**config.mk**
```make
export PLATFORM = sky130hd
export DESIGN_NAME = line_echo_framer
export DESIGN_NICKNAME = d
export VERILOG_FILES = /design/src/rtl/lef_pkg.sv /design/src/rtl/lef_ram.sv /design/src/rtl/line_echo_framer.sv
export SDC_FILE = /design/constraint.sdc
export NUM_CORES = 1
export LEC_CHECK = 0
export BUFFER_PORTS_ARGS = -buffer_cell sky130_fd_sc_hd__buf_4
export CORE_ASPECT_RATIO = 1.2
export CORE_UTILIZATION = 66
export DETAILED_ROUTE_END_ITERATION = 16
export PLACE_DENSITY = 0.94
export SYNTH_ARGS = -nofsm -noshare
export SYNTH_HDL_FRONTEND = slang
export SYNTH_SLANG_ARGS = --single-unit
export TNS_END_PERCENT = 10
```
**constraint.sdc**
```tcl
create_clock -name clk -period 7.75 [get_ports clk]
set_input_delay 0 -clock clk [delete_from_list [all_inputs] [get_ports clk]]
set_output_delay 0 -clock clk [all_outputs]
set_load 0.01 [all_outputs]
```
**src/rtl/lef_pkg.sv**
```systemverilog
package lef_pkg;

  localparam int unsigned BYTE_W   = 8;
  localparam int unsigned FILL_W   = 6;
  localparam int unsigned PREFIX_N = 6;
  localparam int unsigned PIDX_W   = 3;

  localparam logic [BYTE_W-1:0] CHAR_CR = 8'h0D;
  localparam logic [BYTE_W-1:0] CHAR_LF = 8'h0A;

  typedef enum logic [2:0] {
    ST_IDLE,
    ST_PREFIX,
    ST_BODY,
    ST_CR,
    ST_LF
  } state_t;

  // The "Echo: " banner that opens every flush.
  function automatic logic [BYTE_W-1:0] prefix_byte(input logic [PIDX_W-1:0] idx);
    logic [BYTE_W-1:0] b;
    unique case (idx)
      3'd0:    b = 8'h45;
      3'd1:    b = 8'h63;
      3'd2:    b = 8'h68;
      3'd3:    b = 8'h6F;
      3'd4:    b = 8'h3A;
      3'd5:    b = 8'h20;
      default: b = 8'h20;
    endcase
    return b;
  endfunction

endpackage

```
**src/rtl/lef_ram.sv**
```systemverilog
module lef_ram #(
  parameter int unsigned WIDTH = 8,
  parameter int unsigned DEPTH = 50,
  parameter int unsigned AW    = 6
) (
  input  logic             clk,
  input  logic             wr_en,
  input  logic [AW-1:0]    wr_addr,
  input  logic [WIDTH-1:0] wr_data,
  input  logic [AW-1:0]    rd_addr,
  output logic [WIDTH-1:0] rd_data
);

  logic [WIDTH-1:0] mem [DEPTH];
  logic [WIDTH-1:0] rd_data_r;

  always_ff @(posedge clk) begin
    if (wr_en) begin
      mem[wr_addr] <= wr_data;
    end
    rd_data_r <= mem[rd_addr];
  end

  assign rd_data = rd_data_r;

endmodule

```
**src/rtl/line_echo_framer.sv**
```systemverilog
// Line echo framer. Received bytes are accepted one per transaction and
// appended to a line store; a non-CR byte that does not fill the store is
// absorbed and produces nothing. A carriage return, or the byte that fills
// the store, starts a flush that sends "Echo: ", the stored bytes in order,
// then CR and LF, with out_last_of_run set on the LF. The flush runs out of
// the single read port of the line store, one byte per cycle while the
// output is not stalled. in_stall is high for the whole flush; a new byte is
// taken again as soon as the LF is loaded into the output register.
module line_echo_framer #(
  parameter int unsigned LINE_CAPACITY = 50
) (
  input  logic       clk,
  input  logic       rst_n,
  input  logic       in_valid,
  output logic       in_stall,
  input  logic [7:0] in_rx_byte,
  output logic       out_valid,
  input  logic       out_stall,
  output logic [7:0] out_tx_byte,
  output logic       out_last_of_run
);

  localparam int unsigned AW = (LINE_CAPACITY > 1) ? $clog2(LINE_CAPACITY) : 1;
  localparam logic [lef_pkg::FILL_W-1:0] CAP = lef_pkg::FILL_W'(LINE_CAPACITY);

  lef_pkg::state_t state_r, state_nxt;

  logic [lef_pkg::FILL_W-1:0] fill_r, fill_nxt;
  logic [lef_pkg::FILL_W-1:0] idx_r, idx_nxt;
  logic [lef_pkg::PIDX_W-1:0] pidx_r, pidx_nxt;

  logic                       out_valid_r;
  logic [lef_pkg::BYTE_W-1:0] out_tx_byte_r;
  logic                       out_last_r;

  logic                       accept;
  logic                       is_cr;
  logic [lef_pkg::FILL_W-1:0] fill_inc;
  logic                       slot_free;
  logic                       load;
  logic [lef_pkg::BYTE_W-1:0] load_byte;
  logic                       load_last;
  logic                       body_last;
  logic [lef_pkg::FILL_W-1:0] rd_idx;
  logic                       wr_en;
  logic [lef_pkg::BYTE_W-1:0] rd_data;

  assign in_stall  = (state_r != lef_pkg::ST_IDLE);
  assign accept    = in_valid && !in_stall;
  assign is_cr     = (in_rx_byte == lef_pkg::CHAR_CR);
  assign fill_inc  = fill_r + 1'b1;
  assign slot_free = !out_valid_r || !out_stall;
  assign body_last = ((idx_r + 1'b1) == fill_r);
  assign wr_en     = accept && !is_cr;

  // Next state.
  always_comb begin
    state_nxt = state_r;
    unique case (state_r)
      lef_pkg::ST_IDLE: begin
        if (accept && (is_cr || fill_inc >= CAP)) begin
          state_nxt = lef_pkg::ST_PREFIX;
        end
      end
      lef_pkg::ST_PREFIX: begin
        if (load && pidx_r == lef_pkg::PIDX_W'(lef_pkg::PREFIX_N - 1)) begin
          state_nxt = (fill_r == '0) ? lef_pkg::ST_CR : lef_pkg::ST_BODY;
        end
      end
      lef_pkg::ST_BODY: begin
        if (load && body_last) begin
          state_nxt = lef_pkg::ST_CR;
        end
      end
      lef_pkg::ST_CR: begin
        if (load) begin
          state_nxt = lef_pkg::ST_LF;
        end
      end
      lef_pkg::ST_LF: begin
        if (load) begin
          state_nxt = lef_pkg::ST_IDLE;
        end
      end
      default: state_nxt = lef_pkg::ST_IDLE;
    endcase
  end

  // Sequencer outputs and counters.
  always_comb begin
    load      = 1'b0;
    load_byte = lef_pkg::CHAR_LF;
    load_last = 1'b0;
    fill_nxt  = fill_r;
    idx_nxt   = idx_r;
    pidx_nxt  = pidx_r;
    rd_idx    = '0;
    unique case (state_r)
      lef_pkg::ST_IDLE: begin
        idx_nxt  = '0;
        pidx_nxt = '0;
        if (wr_en) begin
          fill_nxt = fill_inc;
        end
      end
      lef_pkg::ST_PREFIX: begin
        load      = slot_free;
        load_byte = lef_pkg::prefix_byte(pidx_r);
        if (load) begin
          pidx_nxt = pidx_r + 1'b1;
        end
      end
      lef_pkg::ST_BODY: begin
        // The read port always looks at the entry being sent, one ahead once it moves.
        load      = slot_free;
        load_byte = rd_data;
        rd_idx    = idx_r;
        if (load && !body_last) begin
          idx_nxt = idx_r + 1'b1;
          rd_idx  = idx_r + 1'b1;
        end
      end
      lef_pkg::ST_CR: begin
        load      = slot_free;
        load_byte = lef_pkg::CHAR_CR;
      end
      lef_pkg::ST_LF: begin
        load      = slot_free;
        load_byte = lef_pkg::CHAR_LF;
        load_last = 1'b1;
        if (load) begin
          fill_nxt = '0;
        end
      end
      default: begin
        load = 1'b0;
      end
    endcase
  end

  always_ff @(posedge clk) begin
    if (!rst_n) begin
      state_r     <= lef_pkg::ST_IDLE;
      fill_r      <= '0;
      idx_r       <= '0;
      pidx_r      <= '0;
      out_valid_r <= 1'b0;
    end else begin
      state_r <= state_nxt;
      fill_r  <= fill_nxt;
      idx_r   <= idx_nxt;
      pidx_r  <= pidx_nxt;
      if (load) begin
        out_valid_r <= 1'b1;
      end else if (!out_stall) begin
        out_valid_r <= 1'b0;
      end
    end
  end

  always_ff @(posedge clk) begin
    if (load) begin
      out_tx_byte_r <= load_byte;
      out_last_r    <= load_last;
    end
  end

  lef_ram #(
    .WIDTH(lef_pkg::BYTE_W),
    .DEPTH(LINE_CAPACITY),
    .AW   (AW)
  ) u_store (
    .clk    (clk),
    .wr_en  (wr_en),
    .wr_addr(fill_r[AW-1:0]),
    .wr_data(in_rx_byte),
    .rd_addr(rd_idx[AW-1:0]),
    .rd_data(rd_data)
  );

  assign out_valid       = out_valid_r;
  assign out_tx_byte     = out_tx_byte_r;
  assign out_last_of_run = out_last_r;

  // A full store never sits idle; it is flushed right away.
  a_fill_bound: assert property (@(posedge clk) disable iff (!rst_n)
    (state_r == lef_pkg::ST_IDLE) |-> (fill_r < CAP))
    else $error("line store left full while idle");

  a_body_nonempty: assert property (@(posedge clk) disable iff (!rst_n)
    (state_r == lef_pkg::ST_BODY) |-> (fill_r != '0) && (idx_r < fill_r))
    else $error("body read outside stored bytes");

  a_lf_closes: assert property (@(posedge clk) disable iff (!rst_n)
    (state_r == lef_pkg::ST_LF && load) |=>
      (state_r == lef_pkg::ST_IDLE && out_valid_r && out_last_r))
    else $error("flush did not end with a marked LF");

endmodule
```
# Yosys cells after proc, flatten, opt, wreduce, memory -nomap -nowiden
# Memory sizes are Yosys's and may differ from the RTL's. A register that Yosys moved wholly into a read port is not among the register bits.
# Cells that the tools add are included.
# totals
regBits	28
ramBits	400
input_bits	12
out_inout_bits	11
elab_cells	79
n_memories	1
# mem_list
memory	depth	word_bits	read_ports	rd_clocked_by_memory_dff	wr	line_no	rtl
u_store.mem	50	8	1	1	1	lef_ram.sv:14	logic [WIDTH-1:0] mem [DEPTH];
# classes
addsub	3
magnitude_cmp	1
eq_ne	20
muxes	23
n_reduce_logical	24
# op_table
cell	n
7-bit case mux with 5 select lines	1
6-bit two-way mux	4
6-bit case mux with 2 select lines	2
8-bit case mux with 3 select lines	1
3-bit two-way mux	6
3-bit case mux with 5 select lines	1
2-bit inequality test (second input constant)	7
6-bit by 1-bit adder with 6-bit output (second input constant)	2
3-bit by 2-bit equality test with 1-bit output (second input constant)	4
3-bit equality test (second input constant)	3
8-bit by 4-bit equality test with 1-bit output (second input constant)	1
1-bit two-way mux	7
3-bit by 1-bit equality test with 1-bit output (second input constant)	2
6-bit equality test	1
6-bit >= comparator (second input constant)	1
1-bit logical AND	6
3-bit logical NOT	2
6-bit logical NOT	1
3-bit case mux with 2 select lines	1
2-bit nonzero test	3
1-bit logical NOT	5
5-bit AND reduction	1
2-bit by 1-bit inequality test with 1-bit output (second input constant)	2
4-bit OR reduction	1
other kinds (5)	6

# Longest topological paths before layout
# Gate-level depths: netlist of run 1.
# depth
word_depth	6
depth_mapped	16
ltp_nobuf	11

# By module
# From an unflattened synthesis of run 1, not the netlist that was laid out.
# unflattened
hier_cells	1124
area_unflattened_um2	17984.7
# modules_own_cells
mod	n_inst	cells_each	area_each_um2	seq_area_each_um2
lef_ram	1	905	16140.5	12171.7
line_echo_framer	1	219	1844.3	650.6

# Worst setup path after synthesis of run 1
# No wires, ideal clock.
# synth_path
path_kind	register to register
startpoint	reg idx_r[1] in the netlist's numbering
endpoint	reg u_store.rd_data_r[0] (netlist: u_store.rd_data[0]) (read register of u_store.mem)
setup_ps	130
t_arrival_ps	2875
path_slack_ps	4745
stages_incl_launch_ff	15
path_buffers	4
synth_period_minus_slack_ps	3005
path_cell_list	dfxtp_1 -> ha_1 -> nor3b_1 -> o21a_1 -> o311a_1 -> buf_6 -> a21boi_4 -> o21a_1 -> buf_6 -> buf_6 -> buf_2 -> mux2i_1 -> a21oi_1 -> nor4_1 -> o22ai_1
# synth_via
elab_chain_len	6
# synth_rtl
item	line_no	rtl
start, declared	line_echo_framer.sv:29	logic [lef_pkg::FILL_W-1:0] idx_r, idx_nxt;
start signal, assigned	line_echo_framer.sv:151	idx_r <= idx_nxt;
6-bit by 1-bit adder with 6-bit output	line_echo_framer.sv:53, line_echo_framer.sv:120	
6-bit equality test	line_echo_framer.sv:53	assign body_last = ((idx_r + 1'b1) == fill_r);
1-bit logical NOT	line_echo_framer.sv:118	if (load && !body_last) begin
1-bit logical AND	line_echo_framer.sv:118	
6-bit two-way mux *	--	
6-bit two-way mux *	line_echo_framer.sv:98	unique case (state_r)
end, declared	lef_ram.sv:15	logic [WIDTH-1:0] rd_data_r;
# Mark *: on every way between the ends. The rest lies on a longest branch, timed or not.
# A chain may end at the register's enable or synchronous reset.

# Final worst setup path of run 1
# layout_path
startpoint	reg idx_r[0] in the netlist's numbering
endpoint	reg u_store.rd_data_r[2] (netlist: u_store.rd_data[2]) (read register of u_store.mem)
# The elaborated chain is that of the path after synthesis.

==> results.md, run 1 <==
* Die width at 153 um
* Mapped Cells at 1303
* Status: finished, final reports clean
* Initial antenna violation count at 1
* Sw power at 0.939 mW
* Number of synthesized flops with an enable pin at 409
* Setup_tns at 0 ns
* Top post-synthesis cells by count: edfxtp_1 (409), nand2_1 (183), nor2_1 (91)
* Max VDD drop at 0.141 mV
* CTS Buffer Depth at 3
* Synth Warn # at 0
* Net Count, Synth at 1324
* RSZ-0062 raised after global routing: no
* Nets at 1316
* Final period utilization at 0.747
* H-Tree Depth at 2
* Die Y at 183 um
* Met3 routed WL at 7100 um
* Gate power share at 0.026
* Yosys top cell area share at 0.678
* Post-synthesis sequential area ratio at 0.708
* DP HPWL at 27300 um
* Type of the most critical hold path: primary input to flop
* Area contributors post-synth: edfxtp_1 (68%), nand2_1 (3.8%), mux2i_1 (3.8%)
* Site row count at 66
* Core Area at 27000 um^2
* Final Hold Vio Count at 0
* PortBufs at 22
* Vias in the first global route at 11600
* CTS tree: yes
* I/O pin count at 23
* First drt pass iteration count at 7
* Normalized max-slew margin at 0.119
* CTS clk-pin slew, worst paths at 0.07 ns
* Fmax at 0.173 GHz
* GRT Util Overall at 0.345
* Seq pwr share at 0.556
* Post-Route WL at 48300 um
* Count leader, synth: edfxtp_1
* Async set-or-reset flop fraction in the synthesized netlist at 0
* RePlAce Congestion at 0.938
* PD cells at 237 nW/um^2
* Mean post-synth cell area at 13.9 um^2
* Max Used Layer: met4
* Skew-Pair Late Insertion Delay at 0.53 ns
* Sw Ratio at 0.201
* Final Max Tran Viols at 0
* First-pass GRT wire length at 71600 um
* Post-CTS setup buffers at 0
* Initial DRC count at 2306
* Post-synth cell types at 70
* Least-Margin Pin Slew at 1.32 ns
* CP Capture Type: flop
* Layout cells sized above 1 at 0.108
* Routed WL per cell at 29.0 um
* Worst setup path class: flop to flop
* Final setup fails at 0
* Total gr overflow at 0
* Antenna violation net count after detailed routing at 0
* WL met1 at 15800 um
* Die area at 28100 um^2
* Yosys reg bits at 436
* Synthesis-to-layout area growth at 8.59%
* Critical Path RT at 8.12 ns
* Clock Sinks at 436
* Netlist Area Pre-Place at 18100 um^2
* Critical-path maximum fanout at 32
* Met2 wire len at 22100 um
* Drt drc at 0
* DR vias/cell at 7.50
* CP arrival at 6.16 ns
* Largest net degree at the start of global routing at 76
* Vias at 12500
* Main flop type after synthesis: edfxtp_1
* Lkg Pwr at 6.56 nW
* Initial Util at 0.671
* Area leader, netlist: edfxtp_1
* Maxcap violations at 0
* P_int at 3.73 mW
* Fin crit period at 5.79 ns
* TritonCTS Buffers at 38
* Final Util at 0.729
* Root buffer cell: clkbuf_16
* Clk pwr share at 0.418
* Critical Path Source Type: flop
* Setup Skew at 0.0199 ns
[cells by family after synthesis]
logic type	Yosys count	synth area share
compound gates	244	0.0971
buf+inv	95	0.0268
mux	90	0.0514
fa+ha+maj	9	0.00622
simple gates	420	0.106
xor+xnor	9	0.00477
flops	436	0.708
[through the flow]
step | worst slack, ns | instance area, um^2 | cells | hold WS, ns | total power, mW
4_1_cts | 2.52 | 19700 | 1661 | 0.00267 | 4.65
3_5_place_dp | 2.58 | 18400 | 1590 | 0.296 | 2.76
3_3_place_gp | 2.77 | 18400 | 1590 | 0.282 | 2.75
5_1_grt | 1.78 | 19700 | 1662 | 0.0115 | 4.75
6_report | 1.96 | 19700 | 1663 | 0.0139 | 4.67
2_1_floorplan | 4.75 | 18100 | 1303 | 0.0989 | 2.69
[worst max-delay path, stage by stage, from the launching register on]
cell and delay [ns]:
dfxtp_1 0.63, ha_1 0.38, nand4b_1 0.15, a211oi_2 0.28, o311a_1 0.57, a21o_1 0.28, o21a_2 0.61, buf_4 0.53
nand2_1 0.66, o221ai_1 0.37, a31oi_1 0.07, nor4_1 0.83, o22ai_1 0.25
[layout by cell type, fill, tap and decap left out, drive strengths merged, types with 4 or more instances in the layout]
master / Yosys / routed
edfxtp: 409 / 409
nand2: 183 / 183
nor2: 93 / 93
mux2i: 69 / 69
a21oi: 47 / 47
clkbuf: 36 / 45
nand3: 35 / 35
buf: 48 / 32
o21ai: 28 / 28
dfxtp: 27 / 27
a211oi: 24 / 24
nor3: 23 / 23
o221ai: 22 / 22
and3: 22 / 22
mux2: 21 / 21
a31oi: 21 / 21
o22ai: 17 / 17
and2: 14 / 14
inv: 11 / 14
clkinv: 0 / 13
a2111oi: 12 / 12
a221oi: 11 / 11
a32oi: 11 / 11
nor4: 10 / 10
ha: 9 / 9
a31o: 8 / 8
nand4: 7 / 7
nor2b: 7 / 7
a21o: 5 / 5
or2: 5 / 5
bufinv: 0 / 5
o21a: 5 / 5
xor2: 5 / 5
o31ai: 4 / 4
nand2b: 4 / 4
or3: 4 / 4
a41o: 4 / 4
xnor2: 4 / 4
dlygate4sd3: 0 / 4
[final cells by class]
| cell class | count | area [um^2] |
|---|---|---|
| inverter | 11 | 41.3 |
| clock buffer | 45 | 1020 |
| timing repair buffer | 36 | 284 |
| antenna | 1 | 2.50 |
| fill | 1411 | 7330 |
| sequential | 436 | 12800 |
| clock inverter | 22 | 249 |
| multi-input combinational | 772 | 4830 |
| tap | 340 | 425 |
[power groups by stage]
stage                     sequential (mW)  clock [mW]  combinational [mW]
after floorplan                      2.64           0              0.0491
after global placement               2.65           0               0.105
after detailed placement             2.65           0               0.110
after CTS                            2.60        1.94               0.114
after global routing                 2.60        2.03               0.123
final                                2.60        1.95               0.119
[flip-flops by register name, summed over array words and instances (netlist names)]
name             cells
u_store.mem        400
out_tx_byte          8
u_store.rd_data      8
fill_r               6
idx_r                6
pidx_r               3
state_r              3
out_last_of_run      1
out_valid            1
[routing by layer]
| metal | up-vias | track usage |
|---|---|---|
| met5 | - | 0 |
| met4 | 0 | 0.175 |
| met3 | 297 | 0.0905 |
| met2 | 1346 | 0.543 |
| met1 | 5854 | 0.448 |
| li1 | 4980 | - |
[path summary, 6_finish.rpt]
| path | to | slack, ns | depth (start not counted) | start |
|---|---|---|---|---|
| worst max-delay path | u_store.rd_data[2] | 1.96 | 12 | idx_r[0] |
| worst min-delay path | u_store.mem[28][2] | 0.01 | 1 | in_rx_byte[2] |
| worst max register to register | u_store.rd_data[2] | 1.96 | 12 | idx_r[0] |
| worst min register to register | idx_r[5] | 0.50 | 2 | idx_r[5] |
[timing repair]
item	CTS	global route
hold endpoints to repair	16	0
resized for setup	0	0
hold buffers	4	0
Note: power is estimated with default switching activity, not from simulation.
==> inputs of run 2 (changes only) <==
--- a/config.mk
+++ b/config.mk
@@ -7,9 +7,9 @@
 export LEC_CHECK = 0
 export BUFFER_PORTS_ARGS = -buffer_cell sky130_fd_sc_hd__buf_4
 export CORE_ASPECT_RATIO = 1.2
-export CORE_UTILIZATION = 66
+export CORE_UTILIZATION = 57
 export DETAILED_ROUTE_END_ITERATION = 16
-export PLACE_DENSITY = 0.94
+export PLACE_DENSITY = 0.87
 export SYNTH_ARGS = -nofsm -noshare
 export SYNTH_HDL_FRONTEND = slang
 export SYNTH_SLANG_ARGS = --single-unit
==> constraint.sdc (replaced) <==
create_clock -name clk -period 5.3 [get_ports clk]
set_input_delay 0 -clock clk [delete_from_list [all_inputs] [get_ports clk]]
set_output_delay 0 -clock clk [all_outputs]
set_load 0.01 [all_outputs]
==> results.md, run 2 (synthesis gave the netlist of run 1 again) <==
* RePlAce Congestion at 0.960 (+2.4%)
* CTS Buffer Depth at 3 (unchanged)
* Post-Route WL at 45400 um (-6.0%)
* PortBufs at 22 (unchanged)
* Fmax at 0.206 GHz (+19%)
* Hold Path Depth at 1 (unchanged)
* Flop2flop setup slack at 0.44 ns (-1.52 ns)
* Commonest cells after routing, fill and taps aside: edfxtp_1 (409), nand2_1 (182), nor2_1 (90)
* Final Max Tran Viols at 0 (unchanged)
* Critical Path Source Type: flop
* Die width at 165 um (+7.5%)
* Worst setup path class: flop to flop
* DP HPWL at 27500 um (+0.78%)
* Type of the most critical hold path: primary input to flop
* Cell family with most CP delay: simple AND/OR/NAND/NOR gates
* Multi-input combinational cell area at 4830 um^2 (unchanged)
* Worst path cell trace: ha_1, nand4b_1, a211oi_2, o311a_1, a211oi_2, xnor2_1, buf_4, nor3_2, buf_4, nand3_1, nand4_1, nor4bb_1, a211oi_1
* Initial antenna violation count at 0 (-1)
* CP arrival at 5.23 ns (-0.93 ns)
* GRT Util Overall at 0.287 (-0.0583)
* Routed WL per cell at 26.1 um (-10%)
* First-pass GRT wire length at 68700 um (-4.0%)
* Setup Skew at 0.0210 ns (+0.00110 ns)
* Biggest register: u_store.mem
* Max VDD drop at 0.232 mV (+65%)
* Critical Path RT at 5.67 ns (-2.45 ns)
* Number of flip-flops in the largest register at 400 (unchanged)
* Die area at 32500 um^2 (+16%)
* Clock Sinks at 436 (unchanged)
* Storage cell area at 12800 um^2 (unchanged)
* CP Capture Type: flop
* Initial Util at 0.579 (-0.0915)
* Layout cells sized above 1 at 0.118 (+0.00974)
* Crit path buf inv count at 2 (+1)
* First drt pass iteration count at 6 (-1)
* Antenna violation net count after detailed routing at 0 (unchanged)
* Setup WS post-layout at 0.436 ns (-1.52 ns)
* I/O pin count at 23 (unchanged)
* Synthesis-to-layout area growth at 9.92%
* Largest net degree at the start of global routing at 72 (-5.3%)
* Critical-path maximum fanout at 13 (-59%)
* DR vias/cell at 6.82 (-9.1%)
* Skew-Pair Late Insertion Delay at 0.55 ns (+0.02 ns)
* TritonCTS Buffers at 40 (+5.3%)
* CP peak stage delay at 0.77 ns (-0.06 ns)
* Core Area at 31300 um^2 (+16%)
* Vias at 11900 (-4.9%)
* Non-Filler Instances at 1741 (+4.7%)
* Final Instance Area at 19900 um^2 (+1.2%)
* Final period utilization at 0.918 (+0.171)
* Site row count at 71 (+7.6%)
* Post-DP Area at 18500 um^2 (+0.97%)
* Least-Margin Pin Slew at 0.965 ns (-0.352 ns)
* Antenna cells at 0 (-1)
* PD cells at 345 nW/um^2 (+45%)
* Lkg Pwr at 6.66 nW (+1.4%)
* Fillers at 2108 (+49%)
* Worst R2R End: u_store.rd_data[6]
* Status: finished, final reports clean
* Inst Count DP at 1663 (+4.6%)
* Normalized max-slew margin at 0.353 (+0.234)
* Maxcap violations at 0 (unchanged)
* Reg2Reg Depth at 13 (+1)
* Fin crit period at 4.86 ns (-0.927 ns)
* Final setup fails at 0 (unchanged)
* Setup slack at placement at 0.696 ns (-1.89 ns)
* Setup_tns at 0 ns (unchanged)
* Worst R2R Start: idx_r[0]
* PnR Total Power at 6.88 mW (+47%)
* Nets at 1331 (+1.1%)
* Slowest CP cell: nor3_2
* CTS clk-pin slew, worst paths at 0.07 ns (about the same)
* H-Tree Depth at 2 (unchanged)
* Commonest non-fill, non-tap cell in the layout: edfxtp_1
* Final Hold Vio Count at 0 (unchanged)
* Post-CTS setup buffers at 0 (unchanged)
* Initial DRC count at 1909 (-17%)
* RSZ-0062 raised after global routing: no
* Hold Crit Start: in_rx_byte[4]
* Worst Hold End: u_store.mem[23][4]
* Die Y at 197 um (+7.5%)
* Drt drc at 0 (unchanged)
* Root buffer cell: clkbuf_16
* Total gr overflow at 0 (unchanged)
* Vias in the first global route at 11500 (-0.70%)
* CTS tree: yes
run 2: cell types whose count changed in the layout (fill, tap and decap cells not counted), sizes merged, moves of 2 or more:
| cell | previous run | this run |
|---|---|---|
| buf | 32 | 43 |
| inv | 14 | 12 |
| clkbuf | 45 | 47 |
| clkinv | 13 | 18 |
| dlygate4sd3 | 4 | 6 |
run 2: final cells by class:
class	count	share of cell area
sequential	436	0.644
multi-input combinational	772	0.243
clock buffer	47	0.0552
tap	401	0.0252
timing repair buffer	49	0.0199
clock inverter	25	0.0112
inverter	11	0.00207
run 2: what timing repair did:
action | in CTS | in global routing
hold endpoints to repair | 114 | 0
hold buffers | 6 | 0
gates resized for setup | 0 | 0
run 2: worst max path at each step:
stage	slack, ns	cells past startpoint	endpoint	from
final	0.44	13	u_store.rd_data[6]	idx_r[0]
after global routing	0.21	10	u_store.rd_data[7]	idx_r[0]
after CTS	0.69	12	u_store.rd_data[5]	idx_r[0]
after detailed placement	0.70	12	u_store.rd_data[5]	idx_r[0]
after global placement	0.91	12	u_store.rd_data[5]	idx_r[0]
after floorplan	2.30	14	u_store.rd_data[0]	idx_r[1]
run 2: power breakdown:
group          internal [mW]  switching (mW)
Combinational         0.0455           0.125
Clock                   1.68            1.23
Sequential              3.78          0.0141
run 2: through the flow:
stage,utilization,hold WS [ns]
final,0.637,0.00699
after global routing,0.637,0.00688
after CTS,0.637,0.000261
after detailed placement,0.593,0.292
after global placement,0.593,0.285
after floorplan,-,0.0989
run 2: routing by layer:
metal	vias to the layer above	routed length (um)	global-route usage
li1	5004	-	-
met1	5719	15400	0.362
met2	964	22300	0.471
met3	183	5020	0.0472
met4	0	2640	0.158
met5	-	0	0
==> inputs of run 3 (changes only) <==
--- a/config.mk
+++ b/config.mk
@@ -6,8 +6,9 @@
 export NUM_CORES = 1
 export LEC_CHECK = 0
 export BUFFER_PORTS_ARGS = -buffer_cell sky130_fd_sc_hd__buf_4
-export CORE_ASPECT_RATIO = 1.2
+export CORE_ASPECT_RATIO = 0.6
 export CORE_UTILIZATION = 57
+export CTS_BUF_LIST = sky130_fd_sc_hd__clkbuf_8 sky130_fd_sc_hd__clkbuf_16
 export DETAILED_ROUTE_END_ITERATION = 16
 export PLACE_DENSITY = 0.87
 export SYNTH_ARGS = -nofsm -noshare
==> results.md, run 3 (synthesis gave the netlist of run 1 again) <==
* Setup Skew at 0.0203 ns (-0.000647 ns)
* TritonCTS Buffers at 37 (-7.5%)
* Least-Margin Pin Slew at 1.22 ns (+0.258 ns)
* First drt pass iteration count at 6 (unchanged)
* Number of flip-flops in the largest register at 400 (unchanged)
* First-pass GRT wire length at 70700 um (+2.9%)
* Cts repair resizes at 0 (unchanged)
* Clock Sinks at 436 (unchanged)
* DP HPWL at 29900 um (+8.6%)
* PortBufs at 22 (unchanged)
* Initial antenna violation count at 0 (unchanged)
* Die Y at 140 um (-29%)
* PnR Total Power at 6.69 mW (-2.7%)
* I/O pin count at 23 (unchanged)
* Final Max Tran Viols at 0 (unchanged)
* Antenna cells at 0 (unchanged)
* CTS tree: yes
* Core Area at 31200 um^2 (-0.17%)
* Multi-input combinational cell area at 4830 um^2 (about the same)
* Fin crit period at 5.13 ns (+0.268 ns)
* DR vias/cell at 6.87 (+0.71%)
* Max VDD drop at 0.341 mV (+47%)
* Site row count at 50 (-30%)
* RePlAce Congestion at 0.933 (-2.8%)
* Skew-Pair Late Insertion Delay at 0.55 ns (about the same)
* Final period utilization at 0.968 (+0.0505)
* Biggest register: u_store.mem
* GRT Util Overall at 0.296 (+0.00919)
* H-Tree Depth at 2 (unchanged)
* Initial Util at 0.580 (+0.000975)
* Nets at 1336 (+0.38%)
* Type of the most critical hold path: primary input to flop
* Antenna violation net count after detailed routing at 0 (unchanged)
* Setup_tns at 0 ns (unchanged)
* Die area at 32500 um^2 (about the same)
* Final Hold Vio Count at 0 (unchanged)
* Synthesis-to-layout area growth at 9.58%
* Root buffer cell: clkbuf_16
* Drt drc at 0 (unchanged)
* Lkg Pwr at 6.65 nW (-0.17%)
* Status: finished, final reports clean
* Commonest non-fill, non-tap cell in the layout: edfxtp_1
* CP arrival at 5.50 ns (+0.27 ns)
* Storage cell area at 12800 um^2 (unchanged)
* CTS clk-pin slew, worst paths at 0.07 ns (about the same)
* Largest net degree at the start of global routing at 54 (-25%)
* Vias in the first global route at 11300 (-2.0%)
* Critical Path RT at 5.67 ns (about the same)
* Vias at 12100 (+1.6%)
* Total gr overflow at 0 (unchanged)
* Commonest cells after routing, fill and taps aside: edfxtp_1 (409), nand2_1 (182), nor2_1 (91)
* PD cells at 337 nW/um^2 (-2.4%)
* RSZ-0062 raised after global routing: no
* Fillers at 2086 (-1.0%)
* Post-Route WL at 47400 um (+4.4%)
* Initial DRC count at 2200 (+15%)
* Normalized max-slew margin at 0.178 (-0.175)
* CTS Buffer Depth at 3 (unchanged)
* Worst setup path class: flop to flop
* Fmax at 0.195 GHz (-5.2%)
* Final setup fails at 0 (unchanged)
* Die width at 232 um (+41%)
* Layout cells sized above 1 at 0.113 (-0.00448)
* Maxcap violations at 0 (unchanged)
* CP Capture Type: flop
* Critical-path maximum fanout at 32 (+19)
* Routed WL per cell at 27.0 um (+3.5%)
* Critical Path Source Type: flop
==> run 3: changes by cell type in the layout (fill, tap and decap cells not counted), sizes merged <==
cell / before / now
clkinv: 18 / 12
bufinv: 4 / 3
dlygate4sd3: 6 / 10
buf: 43 / 47
inv: 12 / 19
clkbuf: 47 / 39
==> run 3: final cells by class <==
type / instances / share of cell area
clock inverters: 25 / 0.0100
clock buffers: 39 / 0.0492
multi-input cells: 772 / 0.243
well taps: 416 / 0.0262
repair buffers: 57 / 0.0234
inverters: 11 / 0.00208
flip-flops and latches: 436 / 0.646
==> run 3: worst max-delay path, cell delays in order, from the launching register on <==
cell and delay, ns:
dfxtp_1 0.64, ha_1 0.39, nand4b_1 0.15, a211oi_2 0.27
o311a_1 0.55, a21o_1 0.27, o21a_2 0.62, buf_4 0.56
mux2i_1 0.33, a211oi_1 0.13, nor4_1 0.81, o22ai_1 0.19
==> run 3: worst paths after layout <==
kind | slack (ns) | cells after the start | to | from
max | 0.17 | 11 | u_store.rd_data[3] | idx_r[0]
min | 0.14 | 4 | state_r[2] | out_stall
max reg2reg | 0.17 | 11 | u_store.rd_data[3] | idx_r[0]
min reg2reg | 0.50 | 2 | pidx_r[1] | pidx_r[1]
==> run 3: power by group <==
group          switching [mW]  total, mW  internal [mW]  leakage (nW)
combinational           0.132      0.178         0.0468          2.15
sequential             0.0164       3.80           3.78          3.90
clock                    1.23       2.72           1.48         0.600
total                    1.38       6.69           5.31          6.65
==> run 3: what timing repair did <==
action | in CTS | in global routing
buffers inserted | 0 | 0
endpoints found under the hold margin | 159 | 0
hold buffers | 10 | 0
==> run 3: layer usage <==
metal / track usage / routed length (um) / vias to the layer above
met1: 0.454 / 18700 / 5778
met4: 0.0713 / 1250 / 0
met5: 0 / 0 / -
li1: - / - / 5024
met2: 0.399 / 19300 / 1121
met3: 0.106 / 8130 / 134
==> run 3: per-stage QoR <==
stage | instances | area, um^2 | hold WS, ns | worst slack, ns | utilization
3_5_place_dp | 1682 | 18600 | 0.283 | 0.447 | 0.595
4_1_cts | 1756 | 19900 | 0.113 | 0.345 | 0.636
2_1_floorplan | 1303 | 18100 | 0.0989 | 2.30 | -
6_report | 1756 | 19900 | 0.144 | 0.169 | 0.636
5_1_grt | 1756 | 19900 | 0.143 | 0.0912 | 0.636
3_3_place_gp | 1682 | 18600 | 0.277 | 0.520 | 0.595
